--- src/hdl/caa_pkg.sv ---
`default_nettype none
// ----------------------------------------------------------------------------
// caa_pkg: shared definitions of the 8-bit CPU ALU
// Operation codes, field widths, flag positions and the request and
// response records that travel between the ALU core and the top level.
// ----------------------------------------------------------------------------
package caa_pkg;

  localparam int unsigned OP_W    = 6;
  localparam int unsigned WORD_W  = 16;
  localparam int unsigned BYTE_W  = 8;
  localparam int unsigned BIDX_W  = 3;
  localparam int unsigned FLAGS_W = 4;

  // Flag positions inside the four-bit flag field.
  localparam int unsigned FLAG_Z = 3;
  localparam int unsigned FLAG_N = 2;
  localparam int unsigned FLAG_H = 1;
  localparam int unsigned FLAG_C = 0;

  // Decimal adjust constants.
  localparam logic [BYTE_W-1:0] DAA_LO_ADJ = 8'h06;
  localparam logic [BYTE_W-1:0] DAA_HI_ADJ = 8'h60;
  localparam logic [BYTE_W-1:0] DAA_HI_LIM = 8'h99;
  localparam logic [3:0]        DAA_LO_LIM = 4'd9;

  typedef enum logic [OP_W-1:0] {
    OP_ADD    = 6'd0,
    OP_ADC    = 6'd1,
    OP_SUB    = 6'd2,
    OP_SBC    = 6'd3,
    OP_AND    = 6'd4,
    OP_XOR    = 6'd5,
    OP_OR     = 6'd6,
    OP_CP     = 6'd7,
    OP_INC    = 6'd8,
    OP_DEC    = 6'd9,
    OP_RLC    = 6'd10,
    OP_RRC    = 6'd11,
    OP_RL     = 6'd12,
    OP_RR     = 6'd13,
    OP_SLA    = 6'd14,
    OP_SRA    = 6'd15,
    OP_SWAP   = 6'd16,
    OP_SRL    = 6'd17,
    OP_BIT    = 6'd18,
    OP_RES    = 6'd19,
    OP_SET    = 6'd20,
    OP_DAA    = 6'd21,
    OP_CPL    = 6'd22,
    OP_CCF    = 6'd23,
    OP_SCF    = 6'd24,
    OP_RLCA   = 6'd25,
    OP_RLA    = 6'd26,
    OP_RRCA   = 6'd27,
    OP_RRA    = 6'd28,
    OP_ADD16  = 6'd29,
    OP_ADDSP  = 6'd30,
    OP_INC16  = 6'd31,
    OP_DEC16  = 6'd32
  } alu_op_e;

  typedef struct packed {
    logic [OP_W-1:0]    op;
    logic [WORD_W-1:0]  operand_a;
    logic [WORD_W-1:0]  operand_b;
    logic [BIDX_W-1:0]  bit_index;
    logic [FLAGS_W-1:0] flags_in;
  } alu_req_t;

  typedef struct packed {
    logic [WORD_W-1:0]  result;
    logic [FLAGS_W-1:0] flags_out;
    logic               writes_result;
  } alu_rsp_t;

endpackage
`default_nettype wire

--- src/hdl/caa_intf.sv ---
`default_nettype none
// ----------------------------------------------------------------------------
// caa_intf: request and response channels of the ALU
// Valid/ready channels; a transaction completes when both are high.
// ----------------------------------------------------------------------------
interface caa_req_if;
  import caa_pkg::*;

  logic               valid;
  logic               ready;
  logic [OP_W-1:0]    op;
  logic [WORD_W-1:0]  operand_a;
  logic [WORD_W-1:0]  operand_b;
  logic [BIDX_W-1:0]  bit_index;
  logic [FLAGS_W-1:0] flags_in;

  modport source (output valid, op, operand_a, operand_b, bit_index, flags_in,
                  input ready);
  modport sink   (input valid, op, operand_a, operand_b, bit_index, flags_in,
                  output ready);
endinterface

interface caa_rsp_if;
  import caa_pkg::*;

  logic               valid;
  logic               ready;
  logic [WORD_W-1:0]  result;
  logic [FLAGS_W-1:0] flags_out;
  logic               writes_result;

  modport source (output valid, result, flags_out, writes_result, input ready);
  modport sink   (input valid, result, flags_out, writes_result, output ready);
endinterface
`default_nettype wire

--- src/hdl/caa_alu.sv ---
`default_nettype none
// ----------------------------------------------------------------------------
// caa_alu: combinational ALU core
// Computes the result, the new flags and the write-back enable of one
// operation.
// ----------------------------------------------------------------------------
module caa_alu (
  input  caa_pkg::alu_req_t req_i,
  output caa_pkg::alu_rsp_t rsp_o
);
  import caa_pkg::*;

  logic [BYTE_W-1:0] a, b, bmask, adj;
  logic [WORD_W-1:0] a16, b16;
  logic              zin, nin, hin, cin;
  logic              z, n, h, c, wr;
  logic [WORD_W-1:0] res;
  logic [BYTE_W-1:0] r8;
  logic              carry_t;
  logic [BYTE_W:0]   sum9, diff9;
  logic [4:0]        nib5;
  logic [12:0]       sum13;
  logic [WORD_W:0]   sum17;

  assign a16 = req_i.operand_a;
  assign b16 = req_i.operand_b;
  assign a   = a16[BYTE_W-1:0];
  assign b   = b16[BYTE_W-1:0];
  assign zin = req_i.flags_in[FLAG_Z];
  assign nin = req_i.flags_in[FLAG_N];
  assign hin = req_i.flags_in[FLAG_H];
  assign cin = req_i.flags_in[FLAG_C];
  assign bmask = BYTE_W'(1) << req_i.bit_index;

  always_comb begin
    res     = {8'h00, a};
    r8      = a;
    z       = zin;
    n       = nin;
    h       = hin;
    c       = cin;
    wr      = 1'b1;
    carry_t = 1'b0;
    sum9    = '0;
    diff9   = '0;
    nib5    = '0;
    sum13   = '0;
    sum17   = '0;
    adj     = '0;

    unique case (req_i.op) inside
      OP_ADD, OP_ADC: begin
        carry_t = (req_i.op == OP_ADC) && cin;
        sum9 = {1'b0, a} + {1'b0, b} + {8'h00, carry_t};
        nib5 = {1'b0, a[3:0]} + {1'b0, b[3:0]} + {4'h0, carry_t};
        r8 = sum9[BYTE_W-1:0];
        z = (r8 == '0);
        n = 1'b0;
        h = nib5[4];
        c = sum9[BYTE_W];
      end
      OP_SUB, OP_SBC, OP_CP: begin
        carry_t = (req_i.op == OP_SBC) && cin;
        diff9 = {1'b0, a} - {1'b0, b} - {8'h00, carry_t};
        nib5 = {1'b0, a[3:0]} - {1'b0, b[3:0]} - {4'h0, carry_t};
        r8 = diff9[BYTE_W-1:0];
        z = (r8 == '0);
        n = 1'b1;
        h = nib5[4];
        c = diff9[BYTE_W];
        if (req_i.op == OP_CP) begin
          r8 = a;
          wr = 1'b0;
        end
      end
      OP_AND: begin
        r8 = a & b;
        z = (r8 == '0); n = 1'b0; h = 1'b1; c = 1'b0;
      end
      OP_XOR: begin
        r8 = a ^ b;
        z = (r8 == '0); n = 1'b0; h = 1'b0; c = 1'b0;
      end
      OP_OR: begin
        r8 = a | b;
        z = (r8 == '0); n = 1'b0; h = 1'b0; c = 1'b0;
      end
      OP_INC: begin
        r8 = a + 8'd1;
        z = (r8 == '0); n = 1'b0; h = (a[3:0] == 4'hF);
      end
      OP_DEC: begin
        r8 = a - 8'd1;
        z = (r8 == '0); n = 1'b1; h = (a[3:0] == 4'h0);
      end
      OP_RLC, OP_RLCA: begin
        r8 = {a[6:0], a[7]};
        z = (req_i.op == OP_RLC) && (r8 == '0); n = 1'b0; h = 1'b0; c = a[7];
      end
      OP_RRC, OP_RRCA: begin
        r8 = {a[0], a[7:1]};
        z = (req_i.op == OP_RRC) && (r8 == '0); n = 1'b0; h = 1'b0; c = a[0];
      end
      OP_RL, OP_RLA: begin
        r8 = {a[6:0], cin};
        z = (req_i.op == OP_RL) && (r8 == '0); n = 1'b0; h = 1'b0; c = a[7];
      end
      OP_RR, OP_RRA: begin
        r8 = {cin, a[7:1]};
        z = (req_i.op == OP_RR) && (r8 == '0); n = 1'b0; h = 1'b0; c = a[0];
      end
      OP_SLA: begin
        r8 = {a[6:0], 1'b0};
        z = (r8 == '0); n = 1'b0; h = 1'b0; c = a[7];
      end
      OP_SRA: begin
        r8 = {a[7], a[7:1]};
        z = (r8 == '0); n = 1'b0; h = 1'b0; c = a[0];
      end
      OP_SWAP: begin
        r8 = {a[3:0], a[7:4]};
        z = (r8 == '0); n = 1'b0; h = 1'b0; c = 1'b0;
      end
      OP_SRL: begin
        r8 = {1'b0, a[7:1]};
        z = (r8 == '0); n = 1'b0; h = 1'b0; c = a[0];
      end
      OP_BIT: begin
        z = ((a & bmask) == '0); n = 1'b0; h = 1'b1;
        wr = 1'b0;
      end
      OP_RES: r8 = a & ~bmask;
      OP_SET: r8 = a | bmask;
      OP_DAA: begin
        if (hin || (!nin && (a[3:0] > DAA_LO_LIM))) adj = adj | DAA_LO_ADJ;
        if (cin || (!nin && (a > DAA_HI_LIM))) begin
          adj = adj | DAA_HI_ADJ;
          c = 1'b1;
        end
        r8 = nin ? (a - adj) : (a + adj);
        z = (r8 == '0); h = 1'b0;
      end
      OP_CPL: begin
        r8 = ~a;
        n = 1'b1; h = 1'b1;
      end
      OP_CCF: begin
        n = 1'b0; h = 1'b0; c = !cin; wr = 1'b0;
      end
      OP_SCF: begin
        n = 1'b0; h = 1'b0; c = 1'b1; wr = 1'b0;
      end
      default: ;
    endcase

    res = {8'h00, r8};

    unique case (req_i.op) inside
      OP_ADD16: begin
        sum17 = {1'b0, a16} + {1'b0, b16};
        sum13 = {1'b0, a16[11:0]} + {1'b0, b16[11:0]};
        res = sum17[WORD_W-1:0];
        n = 1'b0; h = sum13[12]; c = sum17[WORD_W];
      end
      OP_ADDSP: begin
        res = a16 + {{8{b[7]}}, b};
        sum9 = {1'b0, a} + {1'b0, b};
        nib5 = {1'b0, a[3:0]} + {1'b0, b[3:0]};
        z = 1'b0; n = 1'b0; h = nib5[4]; c = sum9[BYTE_W];
      end
      OP_INC16: res = a16 + 16'd1;
      OP_DEC16: res = a16 - 16'd1;
      OP_ADD, OP_ADC, OP_SUB, OP_SBC, OP_AND, OP_XOR, OP_OR, OP_CP, OP_INC,
      OP_DEC, OP_RLC, OP_RRC, OP_RL, OP_RR, OP_SLA, OP_SRA, OP_SWAP, OP_SRL,
      OP_BIT, OP_RES, OP_SET, OP_DAA, OP_CPL, OP_CCF, OP_SCF, OP_RLCA, OP_RLA,
      OP_RRCA, OP_RRA: ;
      default: begin
        // Codes without an operation pass operand_a and the flags through.
        res = a16;
        wr = 1'b0;
      end
    endcase
  end

  always_comb begin
    rsp_o.result         = res;
    rsp_o.flags_out      = '0;
    rsp_o.flags_out[FLAG_Z] = z;
    rsp_o.flags_out[FLAG_N] = n;
    rsp_o.flags_out[FLAG_H] = h;
    rsp_o.flags_out[FLAG_C] = c;
    rsp_o.writes_result  = wr;
  end

endmodule
`default_nettype wire

--- src/hdl/cpu_alu_with_flags_top.sv ---
`default_nettype none
// ----------------------------------------------------------------------------
// cpu_alu_with_flags_top: 8-bit CPU execute unit with flags
// Registered ALU with valid/ready request and response channels.
// ----------------------------------------------------------------------------
// Each request transaction carries an operation code, two operands, a bit
// index and the incoming Z/N/H/C flags, and produces exactly one response
// transaction with the result, the new flags and the write-back enable, in
// request order. A request is captured into an input register, evaluated by
// the combinational ALU core and stored in the output register, from which
// the response is taken. Both stages advance whenever the stage behind them
// is empty or being drained, which gives a sustained rate of one transaction
// per clock cycle while the response is not stalled; a stalled response holds
// both stages and then deasserts the request ready. The 8-bit operations use
// the low byte of each operand and return a result whose high byte is zero;
// add16, add_sp_offset, inc16 and dec16 work on the full 16-bit operand_a.
// Unused operation codes return operand_a with the flags unchanged and no
// write-back. The block keeps no architectural state.
// ----------------------------------------------------------------------------
module cpu_alu_with_flags_top (
  input  wire          clk_i,
  input  wire          rst_ni,
  caa_req_if.sink      req_i,
  caa_rsp_if.source    rsp_o
);
  import caa_pkg::*;

  logic     in_valid_q, in_valid_d;
  logic     out_valid_q, out_valid_d;
  alu_req_t in_q;
  alu_rsp_t out_q;
  alu_rsp_t alu_rsp;
  logic     out_stage_ready;
  logic     in_stage_ready;

  // A stage may load when it is empty or its content moves on this cycle.
  assign out_stage_ready = !out_valid_q || rsp_o.ready;
  assign in_stage_ready  = !in_valid_q || out_stage_ready;
  assign req_i.ready     = in_stage_ready;

  assign in_valid_d  = in_stage_ready ? req_i.valid : in_valid_q;
  assign out_valid_d = out_stage_ready ? in_valid_q : out_valid_q;

  always_ff @(posedge clk_i or negedge rst_ni) begin
    if (!rst_ni) begin
      in_valid_q  <= 1'b0;
      out_valid_q <= 1'b0;
    end else begin
      in_valid_q  <= in_valid_d;
      out_valid_q <= out_valid_d;
    end
  end

  // Payload registers load only with a transaction and need no reset.
  always_ff @(posedge clk_i) begin
    if (req_i.valid && in_stage_ready) begin
      in_q.op        <= req_i.op;
      in_q.operand_a <= req_i.operand_a;
      in_q.operand_b <= req_i.operand_b;
      in_q.bit_index <= req_i.bit_index;
      in_q.flags_in  <= req_i.flags_in;
    end
  end

  caa_alu u_alu (
    .req_i (in_q),
    .rsp_o (alu_rsp)
  );

  always_ff @(posedge clk_i) begin
    if (in_valid_q && out_stage_ready) begin
      out_q <= alu_rsp;
    end
  end

  assign rsp_o.valid         = out_valid_q;
  assign rsp_o.result        = out_q.result;
  assign rsp_o.flags_out     = out_q.flags_out;
  assign rsp_o.writes_result = out_q.writes_result;

endmodule
`default_nettype wire
--- src/flat_wrapper.sv ---
// flat-port wrapper written by rule: the top's interface ports become plain ports
module cpu_alu_with_flags_top_flat import caa_pkg::*;
  (clk_i, rst_ni, req_i_valid, req_i_op, req_i_operand_a, req_i_operand_b, req_i_bit_index, req_i_flags_in, req_i_ready, rsp_o_valid, rsp_o_result, rsp_o_flags_out, rsp_o_writes_result, rsp_o_ready);
  caa_req_if req_i_i ();
  caa_rsp_if rsp_o_i ();
  input  wire clk_i;
  input  wire rst_ni;
  input wire logic [$bits(req_i_i.valid)-1:0] req_i_valid;
  input wire logic [$bits(req_i_i.op)-1:0] req_i_op;
  input wire logic [$bits(req_i_i.operand_a)-1:0] req_i_operand_a;
  input wire logic [$bits(req_i_i.operand_b)-1:0] req_i_operand_b;
  input wire logic [$bits(req_i_i.bit_index)-1:0] req_i_bit_index;
  input wire logic [$bits(req_i_i.flags_in)-1:0] req_i_flags_in;
  output wire logic [$bits(req_i_i.ready)-1:0] req_i_ready;
  output wire logic [$bits(rsp_o_i.valid)-1:0] rsp_o_valid;
  output wire logic [$bits(rsp_o_i.result)-1:0] rsp_o_result;
  output wire logic [$bits(rsp_o_i.flags_out)-1:0] rsp_o_flags_out;
  output wire logic [$bits(rsp_o_i.writes_result)-1:0] rsp_o_writes_result;
  input wire logic [$bits(rsp_o_i.ready)-1:0] rsp_o_ready;
  assign req_i_i.valid = req_i_valid;
  assign req_i_i.op = req_i_op;
  assign req_i_i.operand_a = req_i_operand_a;
  assign req_i_i.operand_b = req_i_operand_b;
  assign req_i_i.bit_index = req_i_bit_index;
  assign req_i_i.flags_in = req_i_flags_in;
  assign req_i_ready = req_i_i.ready;
  assign rsp_o_valid = rsp_o_i.valid;
  assign rsp_o_result = rsp_o_i.result;
  assign rsp_o_flags_out = rsp_o_i.flags_out;
  assign rsp_o_writes_result = rsp_o_i.writes_result;
  assign rsp_o_i.ready = rsp_o_ready;
  cpu_alu_with_flags_top u_core (.clk_i(clk_i), .rst_ni(rst_ni), .req_i(req_i_i), .rsp_o(rsp_o_i));
endmodule
--- config.mk ---
export PLATFORM = sky130hd
export DESIGN_NAME = cpu_alu_with_flags_top_flat
export DESIGN_NICKNAME = d
export VERILOG_FILES = /design/src/hdl/caa_pkg.sv /design/src/hdl/caa_intf.sv /design/src/hdl/caa_alu.sv /design/src/hdl/cpu_alu_with_flags_top.sv /design/src/flat_wrapper.sv
export SDC_FILE = /design/constraint.sdc
export NUM_CORES = 1
export LEC_CHECK = 0
export BUFFER_PORTS_ARGS = -buffer_cell sky130_fd_sc_hd__buf_2
export CAP_MARGIN = 20
export CORE_UTILIZATION = 25
export CTS_BUF_LIST = sky130_fd_sc_hd__clkbuf_8
export DETAILED_ROUTE_END_ITERATION = 7
export GPL_TIMING_DRIVEN = 1
export PLACE_DENSITY = 0.47
export SLEW_MARGIN = 10
export SYNTH_ARGS = -nofsm -noshare
export SYNTH_HDL_FRONTEND = slang
export SYNTH_SLANG_ARGS = --single-unit
export TNS_END_PERCENT = 5
--- constraint.sdc ---
create_clock -name clk_i -period 4.05 [get_ports clk_i]
set_input_delay 0.405 -clock clk_i [delete_from_list [all_inputs] [get_ports clk_i]]
set_output_delay 0.405 -clock clk_i [all_outputs]
set_load 0.02 [all_outputs]
# Word-level counts from Yosys, hierarchy flattened
# Cells that the tools add are included.
# word_totals
reg_bits,68
out_inout_bits,23
wordCells,143
in_bits,49
# op_classes
n_lt_le_gt_ge,2
n_addsub,17
n_eq_ne,33
mux,16
n_bitwise,8
shift,1
reduce_logical,54
# op_table
cell,n
$pmux 8 s19,1
$logic_not 8->1,15
$eq 6x5->1 const B,16
$pmux 16 s5,1
$eq 6x4->1 const B,8
$reduce_or 33->1,1
$reduce_or 29->1,1
$and 8x8->8,3
$eq 6x3->1 const B,4
$mux 8,3
$reduce_or 21->1,1
$add 16x16->17,1
$pmux 1 s17,1
$reduce_or 17->1,1
$add 16x1->16 const B,1
$add 16x16->16,1
$not 8->8,2
$or 8x8->8,2
$sub 16x1->16 const B,1
$logic_not 7->1,2
$add 12x12->13,1
$eq 6x2->1 const B,2
$reduce_or 2->1,6
$logic_and 1x1->1,10
33 further kinds,46

# Logic depth before layout (Yosys ltp)
# Gate-level depths: netlist (run 1).
# depth
ltp_word,10
depth_mapped,19
mapped_depth_nobuf,17

# By module
# A second synthesis (run 1) with hierarchy kept.
# unflattened
hier_cells,873
area_unflattened_um2,7467.2
# by_module_without_submodules
module,n_inst,seq_area_each_um2,cells_per_inst,area_each_um2
caa_alu,1,0.0,799,5381.4
cpu_alu_with_flags_top,1,2031.9,74,2085.8

# Least setup slack after synthesis (run 1)
# Ideal clock, no wire load.
# synth_path
path_kind,reg2reg
from,register u_core.in_q[24] in the netlist's numbering
to,"register u_core.out_q (netlist bit u_core.rsp_o.result[7]), data pin"
stages_incl_launch_ff,18
t_arrival_ns,3.775
slack_ns,0.014
setup_ns,0.261
n_path_buf,2
synth_period_minus_slack_ns,4.036
t_required_ns,3.789
cell_sequence,edfxtp_1 clkbuf_1 inv_1 ha_1 clkbuf_1 nor2_1 nor2_1 nor3_1 nor2_1 or2_2 ha_1 nor3_1 a211oi_1 a21o_1 a21oi_1 xnor2_1 a211o_1 a221o_1
# synth_rtl
item,line_no,source
start: declaration,cpu_alu_with_flags_top.sv:30,alu_req_t in_q;
end signal: assignment,cpu_alu_with_flags_top.sv:72,out_q <= alu_rsp;
end: declaration,cpu_alu_with_flags_top.sv:31,alu_rsp_t out_q;

==> summary.md, run 1 <==
| Metric | Value |
|---|---|
| Unrepaired setup endpoints after global routing | false |
| Total CTS buffers | 9 |
| Total track usage | 19.94% |
| Sw frac | 40.01% |
| Fin. Hold Viols | 0 |
| Vias in the first global route | 7234 |
| Core area | 0.02964 sq mm |
| Fin crit period | 3846 ps |
| Row cnt | 63 |
| GP Congestion | 1.008 |
| Final Cycle Share | 94.97% |
| Count of final setup violators | 0 |
| H-Tree Depth | 3 |
| Setup ws final | 203.7 ps |
| Crit path top cell by count | nor2_1 |
| Critical-path top delay cell | edfxtp_1 |
| Slew @ Worst Pin | 1028 ps |
| Worst clock skew | 13.17 ps |
| Pwr/cell area | 287.8 mW/mm^2 |
| Post-synthesis compound-gate area fraction | 26.65% |
| First-pass GRT wire length | 45700 microns |
| Synthesized Nets | 1004 |
| CP arrival | 3990 ps |
| Internal power | 1.517 mW |
| YS warnings | 0 |
| Multiplexer share of the synthesized area | 1.813% |
| CP Launch Type | flip-flop |
| Post-CTS setup buffer count | 0 |
| Peak VDD IR | 0.1437 mV |
| HPWL reported at the end of detailed placement | 23950 microns |
| Worst hold margin | 168.2 ps |
| Lkg Pwr | 3.349 nW |
| Ys async rst share | 2.941% |
| Sequential-to-total area share from yosys stat | 27.02% |
| Synth top area share | 26.35% |
| Slew Limit Headroom | 31.43% |
| DP Worst Slack | 147.4 ps |
| DRC viols | 0 |
| Switching power | 1.012 mW |
| Reg area | 0.002032 sq mm |
| Flop pwr share | 35.1% |
| Post-Syn Area | 0.007521 sq mm |
| Post-Route WL | 30330 microns |
| Number of synthesized flops with an enable pin | 66 |
| CTS clock-pin slew for the worst setup and hold paths | 90 ps |
| Grt ovf | 0 |
| Post-synthesis share of cell area spent on xor and xnor gates | 5.823% |
| I/O pin cnt | 72 |
| Critical Path Fanout Max | 7 |
| I/O Buffers | 71 |
| WP data required | 4200 ps |
| CP top delay family | adder cells |
| Fin util | 29.65% |
| CTS tree | built |
| Cells after Synth | 880 |
| Share of layout cells above drive strength 1 | 17.27% |
| Iter 0 DRT Violations | 1025 |
| Status | completed |
| Clock Power Share | 24.0% |
| Footprint of the multi-input gates | 0.005152 sq mm |
| Max-cap violations | 0 |
| CTS root buffer | clkbuf_8 |
| Area Overhead vs Synth | 16.84% |
| Min-Delay Path Class | in2reg |
| CP Capture Type | flip-flop |
| Vias per cell | 5.561 |
| Initial antenna violation count | 0 |
| Cell Chain, Critical Path | nor2_1, nand4_1, fa_1, fa_1, o21a_1, nor2_1, xor2_1, nor2_1, a2111oi_0, buf_4, nand3_1, a221o_1 |
| Antenna Nets Post-Route | 0 |
| Starting density of the core | 25.38% |
| Largest family of logic cells by synthesized area | compound AO/OA/AOI/OAI gates |
| Clock sinks | 68 |
| Ant. Diodes | 0 |
| Ys flop type | edfxtp_1 |
| Fmax achieved | 260.0 MHz |
| Filler cells | 3255 |
| Initial DRT Pass Iterations | 6 |
| Yosys top cell by area | edfxtp_1 |
| Yosys reg bits | 68 |
| Crit-path max cell delay | 540 ps |
| Die X | 175.4 microns |
| Setup TNS | 0 ps |
| Routed vias | 7580 |
| Die ar. | 0.03078 sq mm |
| Combinational share of power | 40.9% |
| Slew Viols, Final | 0 |
| Later-pin clock latency in the skew report | 400 ps |
| Post-synth cell types | 82 |
| Post-Synth Adder-Cell Area | 12.88% |
| Wire per inst | 22.25 microns |
| Syn Area/Cell | 8.547 sq um |
| CP Class | reg2reg |
| R2R setup slack | 200 ps |
| Clk buf depth | 2 |
| Die Ht | 175.4 microns |
| Area contributors post-synth | edfxtp_1 26%, ha_1 12%, xnor2_1 3.8%, nor2_1 3.5%, a21oi_1 3.3% |
| Synth Area in Simple Gates | 20.91% |
| Largest net degree at the start of global routing | 32 |
| Worst Path Buf+Inv | 1 |
| NumNets Final | 1092 |
final timing paths:
check / start / to / cells after the start
max in group asynchronous: rst_ni / u_core.rsp_o.valid / 2
worst max register to register: u_core.in_q[41] / u_core.rsp_o.result[4] / 12
worst min-delay path: req_i_operand_b[8] / u_core.in_q[15] / 1
min in group asynchronous: rst_ni / u_core.in_valid_q / 2
worst min register to register: u_core.in_valid_q / u_core.rsp_o.valid / 1
worst max-delay path: u_core.in_q[41] / u_core.rsp_o.result[4] / 12
final cells by class:
| class | count | share of cell area, % |
|---|---|---|
| clock buffer | 9 | 1.410 |
| inverter | 43 | 1.837 |
| tap | 390 | 5.553 |
| sequential | 68 | 23.12 |
| timing repair buffer | 124 | 8.600 |
| clock inverter | 7 | 0.8401 |
| multi-input combinational | 722 | 58.64 |
cells in the final DEF (no fill, tap or decap), types with 5 or more instances in the layout:
cell type	n
or2_2	7
buf_2	71
a21oi_1	50
o21a_1	8
clkbuf_8	9
a32oi_1	6
o22ai_1	11
and2_1	16
buf_4	52
o2111ai_1	9
o21bai_1	5
edfxtp_1	66
mux2i_1	8
xor2_1	17
a31oi_1	13
nand3_1	30
o21ai_0	47
nand2b_1	14
a221o_1	6
inv_1	41
nor3_1	23
nor4_1	9
o221ai_1	8
or3_1	9
nor2_1	70
xnor2_1	33
a211oi_1	17
mux2_2	5
a2111oi_0	6
a22oi_1	11
nand4_1	16
a21o_1	10
ha_1	71
o211ai_1	13
nor2b_1	16
a221oi_1	6
and3_1	9
nand2_1	53
through the flow:
stage                     area, sq um  instances  power (mW)
after global placement           8558       1346       1.924
after detailed placement         8558       1346       1.917
after floorplan                  7521        880       1.565
after CTS                        8766       1363       2.529
after global routing             8787       1363       2.664
final                            8787       1363       2.529
layer usage:
metal,up-vias,global-route usage [%],part of all wire [%]
met2,358,30.27,44
met5,-,0,0
li1,3571,-,-
met1,3596,27.74,45
met3,55,3.528,7.4
met4,0,8.116,3.4
cells in the mapped netlist, drive strengths merged (8+ instances only):
cell type   n
a2111oi     9
a211oi     18
a21o       10
a21oi      50
a22oi      11
a31oi      14
and2       17
and3        9
buf        18
clkbuf     29
edfxtp     66
ha         71
inv        41
mux2i       8
nand2      53
nand2b     14
nand3      30
nand4      16
nor2       72
nor2b      16
nor3       25
nor4       10
o2111ai     9
o211ai     13
o21a        8
o21ai      48
o221ai      8
o22ai      11
or2         8
or3         9
xnor2      33
xor2       17
power groups by stage:
stage / registers (mW) / logic, mW / clock network (mW)
finish: 0.888 / 1.04 / 0.606
global route: 0.895 / 1.12 / 0.649
CTS: 0.887 / 1.02 / 0.622
detailed placement: 0.902 / 1.01 / 0
global placement: 0.903 / 1.02 / 0
floorplan: 0.916 / 0.650 / 0
sequential cells by signal, indices dropped and copies added, names as in the netlist:
signal	count
u_core.in_q	45
u_core.rsp_o.result	16
u_core.rsp_o.flags_out	4
u_core.in_valid_q	1
u_core.rsp_o.valid	1
u_core.rsp_o.writes_result	1
kinds of logic (layout without fill, tap and decap cells):
logic type                 Yosys count  in the layout
DFF                                 68             68
xor gates and xnor gates            50             50
muxes                               13             13
adders and majority gates           75             75
and+or+nand+nor                    302            302
buffers and inverters               90            183
AOI/OAI and AO/OA                  282            282
what timing repair did:
item                                   4_1_cts  5_1_grt
hold buffers                                 1        0
resized for setup                            0        4
endpoints found under the hold margin        2        0
setup endpoints to repair                    0       13
Note: power is estimated with default switching activity, not from simulation.
==> inputs of run 2 (changes only) <==
SYNTH_HIERARCHICAL = 1   (was unset)
==> run 2 against run 1 <==
Against the previous run: design area shrank 0.94%; setup slack lost 17 ps; power grew 1.2%; highest routed layer unchanged.
==> summary.md, run 2 <==
| Metric | Value |
|---|---|
| Synthesized Nets | 997 (was 1004) |
| Slew Viols, Final | 0 (unchanged) |
| GP Congestion | 0.9951 (was 1.008) |
| Critical Path Fanout Max | 3 (was 7) |
| Peak VDD IR | 0.1139 mV (was 0.1437 mV) |
| Slew @ Worst Pin | 975.1 ps (was 1028 ps) |
| Sink of the worst hold path | u_core/in_q[35] (was u_core.in_q[15]) |
| Inst Count DP | 1336 (was 1346) |
| Status | completed (unchanged) |
| Share of layout cells above drive strength 1 | 18.06% (was 17.27%) |
| Count of final setup violators | 0 (unchanged) |
| Antenna Nets Post-Route | 0 (unchanged) |
| Fin. Hold Viols | 0 (unchanged) |
| Post-Syn Area | 0.007467 sq mm (was 0.007521 sq mm) |
| Yosys reg bits | 68 (unchanged) |
| Routed vias | 7414 (was 7580) |
| Area Overhead vs Synth | 16.57% (was 16.84%) |
| Clock sinks | 68 (unchanged) |
| Lkg Pwr | 3.377 nW (was 3.349 nW) |
| Core area | 0.02901 sq mm (was 0.02964 sq mm) |
| Worst clock skew | 17.80 ps (was 13.17 ps) |
| I/O Buffers | 71 (unchanged) |
| Max-cap violations | 0 (unchanged) |
| Worst hold path depth | 1 (unchanged) |
| Unrepaired setup endpoints after global routing | true (was false) |
| Pwr/cell area | 293.9 mW/mm^2 (was 287.8 mW/mm^2) |
| HPWL reported at the end of detailed placement | 23500 microns (was 23950 microns) |
| Worst hold margin | 189.6 ps (was 168.2 ps) |
| Fmax achieved | 258.8 MHz (was 260.0 MHz) |
| Synth top area share | 26.54% (was 26.35%) |
| Later-pin clock latency in the skew report | 390 ps (was 400 ps) |
| Fin crit period | 3864 ps (was 3846 ps) |
| Die Ht | 174.8 microns (was 175.4 microns) |
| Cells after Synth | 873 (was 880) |
| Yosys top cell by area | edfxtp_1 (unchanged) |
| WP data required | 4230 ps (was 4200 ps) |
| CP Class | reg2reg (unchanged) |
| Initial DRT Pass Iterations | 5 (was 6) |
| Commonest non-fill, non-tap cells in the layout | 71 x buf_2, 71 x nand2_1, 71 x ha_1 (was 71 x ha_1, 71 x buf_2, 70 x nor2_1) |
| Initial antenna violation count | 0 (unchanged) |
| Total track usage | 19.64% (was 19.94%) |
| Row cnt | 62 (was 63) |
| CP arrival | 4040 ps (was 3990 ps) |
| Start point of the worst hold path | req_i_operand_a[12] (was req_i_operand_b[8]) |
| Vias per cell | 5.480 (was 5.561) |
| Grt ovf | 0 (unchanged) |
| First-pass GRT wire length | 44730 microns (was 45700 microns) |
| YS warnings | 6 (was 0) |
| CTS clock-pin slew for the worst setup and hold paths | 100 ps (was 90 ps) |
| Ant. Diodes | 0 (unchanged) |
| Ys flop type | edfxtp_1 (unchanged) |
| Area contributors post-synth | edfxtp_1 27%, ha_1 12%, xnor2_1 4.3%, a21oi_1 4.3%, nand2_1 3.6% (was edfxtp_1 26%, ha_1 12%, xnor2_1 3.8%, nor2_1 3.5%, a21oi_1 3.3%) |
| Reg area | 0.002032 sq mm (unchanged) |
| Post-synth top cells | 71 x ha_1, 71 x nand2_1, 66 x edfxtp_1, 64 x a21oi_1, 63 x nor2_1 (was 71 x ha_1, 70 x nor2_1, 66 x edfxtp_1, 53 x nand2_1, 50 x a21oi_1) |
| Wire per inst | 22.44 microns (was 22.25 microns) |
| Final Cycle Share | 95.40% (was 94.97%) |
| DRC viols | 0 (unchanged) |
| H-Tree Depth | 3 (unchanged) |
| Post-synth cell types | 90 (was 82) |
| R2R setup slack | 190 ps (was 200 ps) |
| Max reg flops | 45 (unchanged) |
| CTS root buffer | clkbuf_8 (unchanged) |
| Post-Route WL | 30360 microns (was 30330 microns) |
| Largest net degree at the start of global routing | 46 (was 32) |
| I/O pin cnt | 72 (unchanged) |
| CP Capture Type | flip-flop (unchanged) |
| R2R cell count | 14 (was 12) |
| Number of synthesized flops with an enable pin | 66 (unchanged) |
| NumNets Final | 1088 (was 1092) |
| Sequential-to-total area share from yosys stat | 27.21% (was 27.02%) |
| RR Startpoint | u_core/in_q[43] (was u_core.in_q[41]) |
| Starting density of the core | 25.74% (was 25.38%) |
| Largest reg by FF count | u_core/in_q (was u_core.in_q) |
| Min-Delay Path Class | in2reg (unchanged) |
| Clk buf depth | 2 (unchanged) |
| CP Launch Type | flip-flop (unchanged) |
| Post-CTS setup buffer count | 0 (unchanged) |
| Non-filler cells, final | 1353 (was 1363) |
| Filler cells | 3193 (was 3255) |
| Ys async rst share | 2.941% (unchanged) |
| Vias in the first global route | 6947 (was 7234) |
| Die ar. | 0.03056 sq mm (was 0.03078 sq mm) |
| Slew Limit Headroom | 34.75% (was 31.43%) |
| Die X | 174.8 microns (was 175.4 microns) |
| Syn Area/Cell | 8.553 sq um (was 8.547 sq um) |
| Iter 0 DRT Violations | 751 (was 1025) |
| FF-to-FF End | u_core/rsp_o.flags_out[0] (was u_core.rsp_o.result[4]) |
| Total CTS buffers | 9 (unchanged) |
| CTS tree | built (unchanged) |
| Footprint of the multi-input gates | 0.005080 sq mm (was 0.005152 sq mm) |
[run 2: layout make-up]
cell class | instances | share of cell area (%)
sequential | 68 | 23.34
timing repair buffer | 129 | 9.113
clock buffer | 9 | 1.423
inverter | 32 | 1.380
tap | 384 | 5.520
multi-input combinational | 724 | 58.36
clock inverter | 7 | 0.8624
[run 2: how the worst max path moves through the flow]
stage | start | depth (start not counted) | to | slack (ps)
finish | u_core/in_q[43] | 14 | u_core/rsp_o.flags_out[0] | 190
global route | u_core/in_q[43] | 14 | u_core/rsp_o.result[4] | -20
CTS | u_core/in_q[43] | 14 | u_core/rsp_o.result[4] | 80
detailed placement | u_core/in_q[43] | 14 | u_core/rsp_o.result[4] | 70
global placement | u_core/in_q[43] | 15 | u_core/rsp_o.result[5] | 190
floorplan | u_core/in_q[41] | 14 | u_core/rsp_o.result[4] | 200
[run 2: logic make-up (layout without fill, tap and decap cells)]
group / count (synthesis) / count (layout) / share of synthesized area [%]
AOI/OAI and AO/OA: 273 / 273 / 24.65
xor gates and xnor gates: 57 / 57 / 6.686
adders and majority gates: 75 / 75 / 12.97
buffers and inverters: 81 / 177 / 5.043
DFF: 68 / 68 / 27.21
muxes: 13 / 13 / 1.759
and+or+nand+nor: 306 / 306 / 21.68
[run 2: per-stage QoR]
stage	instance area (sq um)	setup TNS (ps)	power (mW)	utilization [%]	worst slack, ps
after floorplan	7467	0	1.568	-	196.5
after global placement	8474	0	1.926	29.21	191.0
after detailed placement	8474	0	1.922	29.21	73.77
after CTS	8683	0	2.569	29.93	83.49
after global routing	8705	-22.02	2.687	30.00	-22.02
final	8705	0	2.559	30.00	186.3
[run 2: critical path: stages, from the launching register on]
cell and delay [ps]:
edfxtp_1 400, nor4_2 290, buf_4 150, nand4_1 230, fa_2 450, buf_4 140, fa_1 420, o21a_1 210
nor2_2 150, o21ai_0 200, a31oi_2 310, xnor2_1 140, o211ai_1 170, a21oi_1 80, o31ai_1 310
[run 2: per-layer routing]
metal	global-route usage, %	routed length (microns)
met1	28.22	14160
met2	29.75	13200
met3	3.177	2182
met4	6.159	821
met5	0	0
[run 2: report_power, final]
part	leakage (nW)	switching [mW]	internal (mW)	total, mW
clock network	0.104	0.341	0.288	0.629
logic	2.61	0.645	0.400	1.05
registers	0.658	0.0432	0.841	0.884
total	3.38	1.03	1.53	2.56
[run 2: repair_timing]
action / 4_1_cts / 5_1_grt
endpoints found under the hold margin: 2 / 0
endpoints found under the setup margin: 0 / 3
hold buffers: 1 / 0
gates resized for setup: 0 / 5
==> inputs of run 3 (changes only) <==
BUFFER_PORTS_ARGS = unset   (was -buffer_cell sky130_fd_sc_hd__buf_2)
DONT_BUFFER_PORTS = 1   (was unset)
PLACE_DENSITY = 0.45   (was 0.47)
==> run 3 against run 2 <==
Against the previous run: first-iteration DRC count is 12% lower; via count is 3.3% lower; wire length is 0.20% lower; non-clock buffer count is 74 lower; clock skew is 1.8 ps higher; hold slack worse by 86 ps; utilization is 1.2 points lower; clock power hardly changed; largest power group unchanged; sequential power is 3.6% higher; die area stayed put; combinational power is 6% lower.
==> summary.md, run 3 (synthesized netlist as in run 2, its figures left out) <==
| Metric | Value |
|---|---|
| Die X | 174.8 microns (unchanged) |
| NumNets Final | 1014 (was 1088) |
| Status | completed (unchanged) |
| Core area | 0.02901 sq mm (unchanged) |
| Fin area | 0.008349 sq mm (was 0.008705 sq mm) |
| Most common cell after layout, fill and taps aside | nand2_1 |
| Commonest non-fill, non-tap cells in the layout | 71 x nand2_1, 70 x ha_1, 66 x edfxtp_1 (was 71 x buf_2, 71 x nand2_1, 71 x ha_1) |
| Tot Pwr | 2.528 mW (was 2.559 mW) |
| Inst Count DP | 1261 (was 1336) |
| Max reg flops | 45 (unchanged) |
| I/O pin cnt | 72 (unchanged) |
| Post-Route WL | 30300 microns (was 30360 microns) |
| Vias in the first global route | 7025 (was 6947) |
| CP Launch Type | flip-flop (unchanged) |
| GP Congestion | 0.9323 (was 0.9951) |
| CP top delay family | compound AO/OA/AOI/OAI gates (unchanged) |
| Placed cell areas | 0.008089 sq mm (was 0.008474 sq mm) |
| Clk buf depth | 2 (unchanged) |
| Lkg Pwr | 3.078 nW (was 3.377 nW) |
| Unrepaired setup endpoints after global routing | false (was true) |
| Initial DRT Pass Iterations | 5 (unchanged) |
| Antenna Nets Post-Route | 0 (unchanged) |
| Fin crit period | 3892 ps (was 3864 ps) |
| Largest net degree at the start of global routing | 46 (unchanged) |
| Slew Limit Headroom | 33.31% (was 34.75%) |
| Pwr/cell area | 302.8 mW/mm^2 (was 293.9 mW/mm^2) |
| Setup TNS | 0 ps (unchanged) |
| Peak VDD IR | 0.1110 mV (was 0.1139 mV) |
| H-Tree Depth | 3 (unchanged) |
| Routed vias | 7166 (was 7414) |
| Slew Viols, Final | 0 (unchanged) |
| Fmax achieved | 256.9 MHz (was 258.8 MHz) |
| Grt ovf | 0 (unchanged) |
| Worst hold margin | 103.1 ps (was 189.6 ps) |
| CTS clock-pin slew for the worst setup and hold paths | 100 ps (about the same) |
| CP arrival | 4000 ps (was 4040 ps) |
| Wire per inst | 23.69 microns (was 22.44 microns) |
| Total track usage | 19.95% (was 19.64%) |
| First-pass GRT wire length | 45440 microns (was 44730 microns) |
| HPWL reported at the end of detailed placement | 23390 microns (was 23500 microns) |
| Area Overhead vs Synth | 11.81% (was 16.57%) |
| CP Class | reg2reg (unchanged) |
| Starting density of the core | 25.74% (unchanged) |
| CP Capture Type | flip-flop (unchanged) |
| Ant. Diodes | 0 (unchanged) |
| I/O Buffers | 0 (was 71) |
| Vias per cell | 5.603 (was 5.480) |
| Setup ws final | 157.5 ps (was 186.3 ps) |
| Fin util | 28.78% (was 30.00%) |
| Final Cycle Share | 96.11% (was 95.40%) |
| Crit path top cell by count | buf_4 (unchanged) |
| Max-cap violations | 0 (unchanged) |
| Clock sinks | 68 (unchanged) |
| Worst clock skew | 19.58 ps (was 17.80 ps) |
| Initial antenna violation count | 0 (unchanged) |
| Non-filler cells, final | 1279 (was 1353) |
| Critical Path Fanout Max | 3 (unchanged) |
| Row cnt | 62 (unchanged) |
| CTS root buffer | clkbuf_8 (unchanged) |
| Iter 0 DRT Violations | 662 (was 751) |
| Critical-path top delay cell | fa_2 (unchanged) |
| WP data required | 4160 ps (was 4230 ps) |
| Share of layout cells above drive strength 1 | 11.28% (was 18.06%) |
| Crit-path max cell delay | 430 ps (was 450 ps) |
| DP Worst Slack | 20.95 ps (was 73.77 ps) |
| Die Ht | 174.8 microns (unchanged) |
| Cell Chain, Critical Path | nor4_1, buf_4, nand4_1, fa_2, buf_4, fa_1, o21a_1, nor2_2, o21ai_0, xor2_1, nor2_1, a311oi_2, buf_4, a21oi_1 (was nor4_2, buf_4, nand4_1, fa_2, buf_4, fa_1, o21a_1, nor2_2, o21ai_0, a31oi_2, xnor2_1, o211ai_1, a21oi_1, o31ai_1) |
| Largest reg by FF count | u_core/in_q (unchanged) |
| DRC viols | 0 (unchanged) |
| Post-CTS setup buffer count | 0 (unchanged) |
| Total CTS buffers | 9 (unchanged) |
| Later-pin clock latency in the skew report | 390 ps (about the same) |
| Fin. Hold Viols | 0 (unchanged) |
| Count of final setup violators | 0 (unchanged) |
| Worst Path Buf+Inv | 3 (was 2) |
| CTS tree | built (unchanged) |
| Slew @ Worst Pin | 996.7 ps (was 975.1 ps) |
| Min-Delay Path Class | in2reg (unchanged) |
| Die ar. | 0.03056 sq mm (unchanged) |
==> run 3: cell types whose count changed in the layout (fill, tap and decap cells not counted), sizes merged <==
cell / before / now
buf: 128 / 54
clkinvlp: 0 / 3
clkinv: 6 / 2
inv: 32 / 33
==> run 3: final cells by class <==
type	count	area, sq um
repair buffers	55	439.2
inverters	32	120.1
flip-flops and latches	68	2032
well taps	384	480.5
fillers	3149	20660
clock inverters	7	75.07
multi-input cells	724	5079
clock buffers	9	123.9
==> run 3: power by group <==
group	internal (mW)	switching (mW)	total, mW
clock network	0.288	0.338	0.626
logic	0.380	0.606	0.986
registers	0.843	0.0725	0.916
==> run 3: path summary, 6_finish.rpt <==
check                                  start                         to  slack, ps  cells past startpoint
max reg2reg                  u_core/in_q[43]  u_core/rsp_o.flags_out[3]        160                     14
min                        req_i_flags_in[1]             u_core/in_q[1]        100                      0
min reg2reg                u_core/in_valid_q         u_core/rsp_o.valid        560                      1
min in group asynchronous             rst_ni          u_core/in_valid_q        240                      1
max                          u_core/in_q[43]  u_core/rsp_o.flags_out[3]        160                     14
max in group asynchronous             rst_ni         u_core/rsp_o.valid       3690                      1
==> run 3: what timing repair did <==
action	4_1_cts	5_1_grt
hold buffers	1	0
pin swaps	0	1
resized for setup	1	7
hold endpoints to repair	2	0
setup endpoints to repair	1	4
==> run 3: metal layers <==
layer,vias to the layer above,GRT usage (%),part of all wire [%]
met5,-,0,0
met4,0,5.652,2.2
met3,39,3.699,7.0
met2,309,30.69,44
met1,3475,28.22,46
li1,3343,-,-
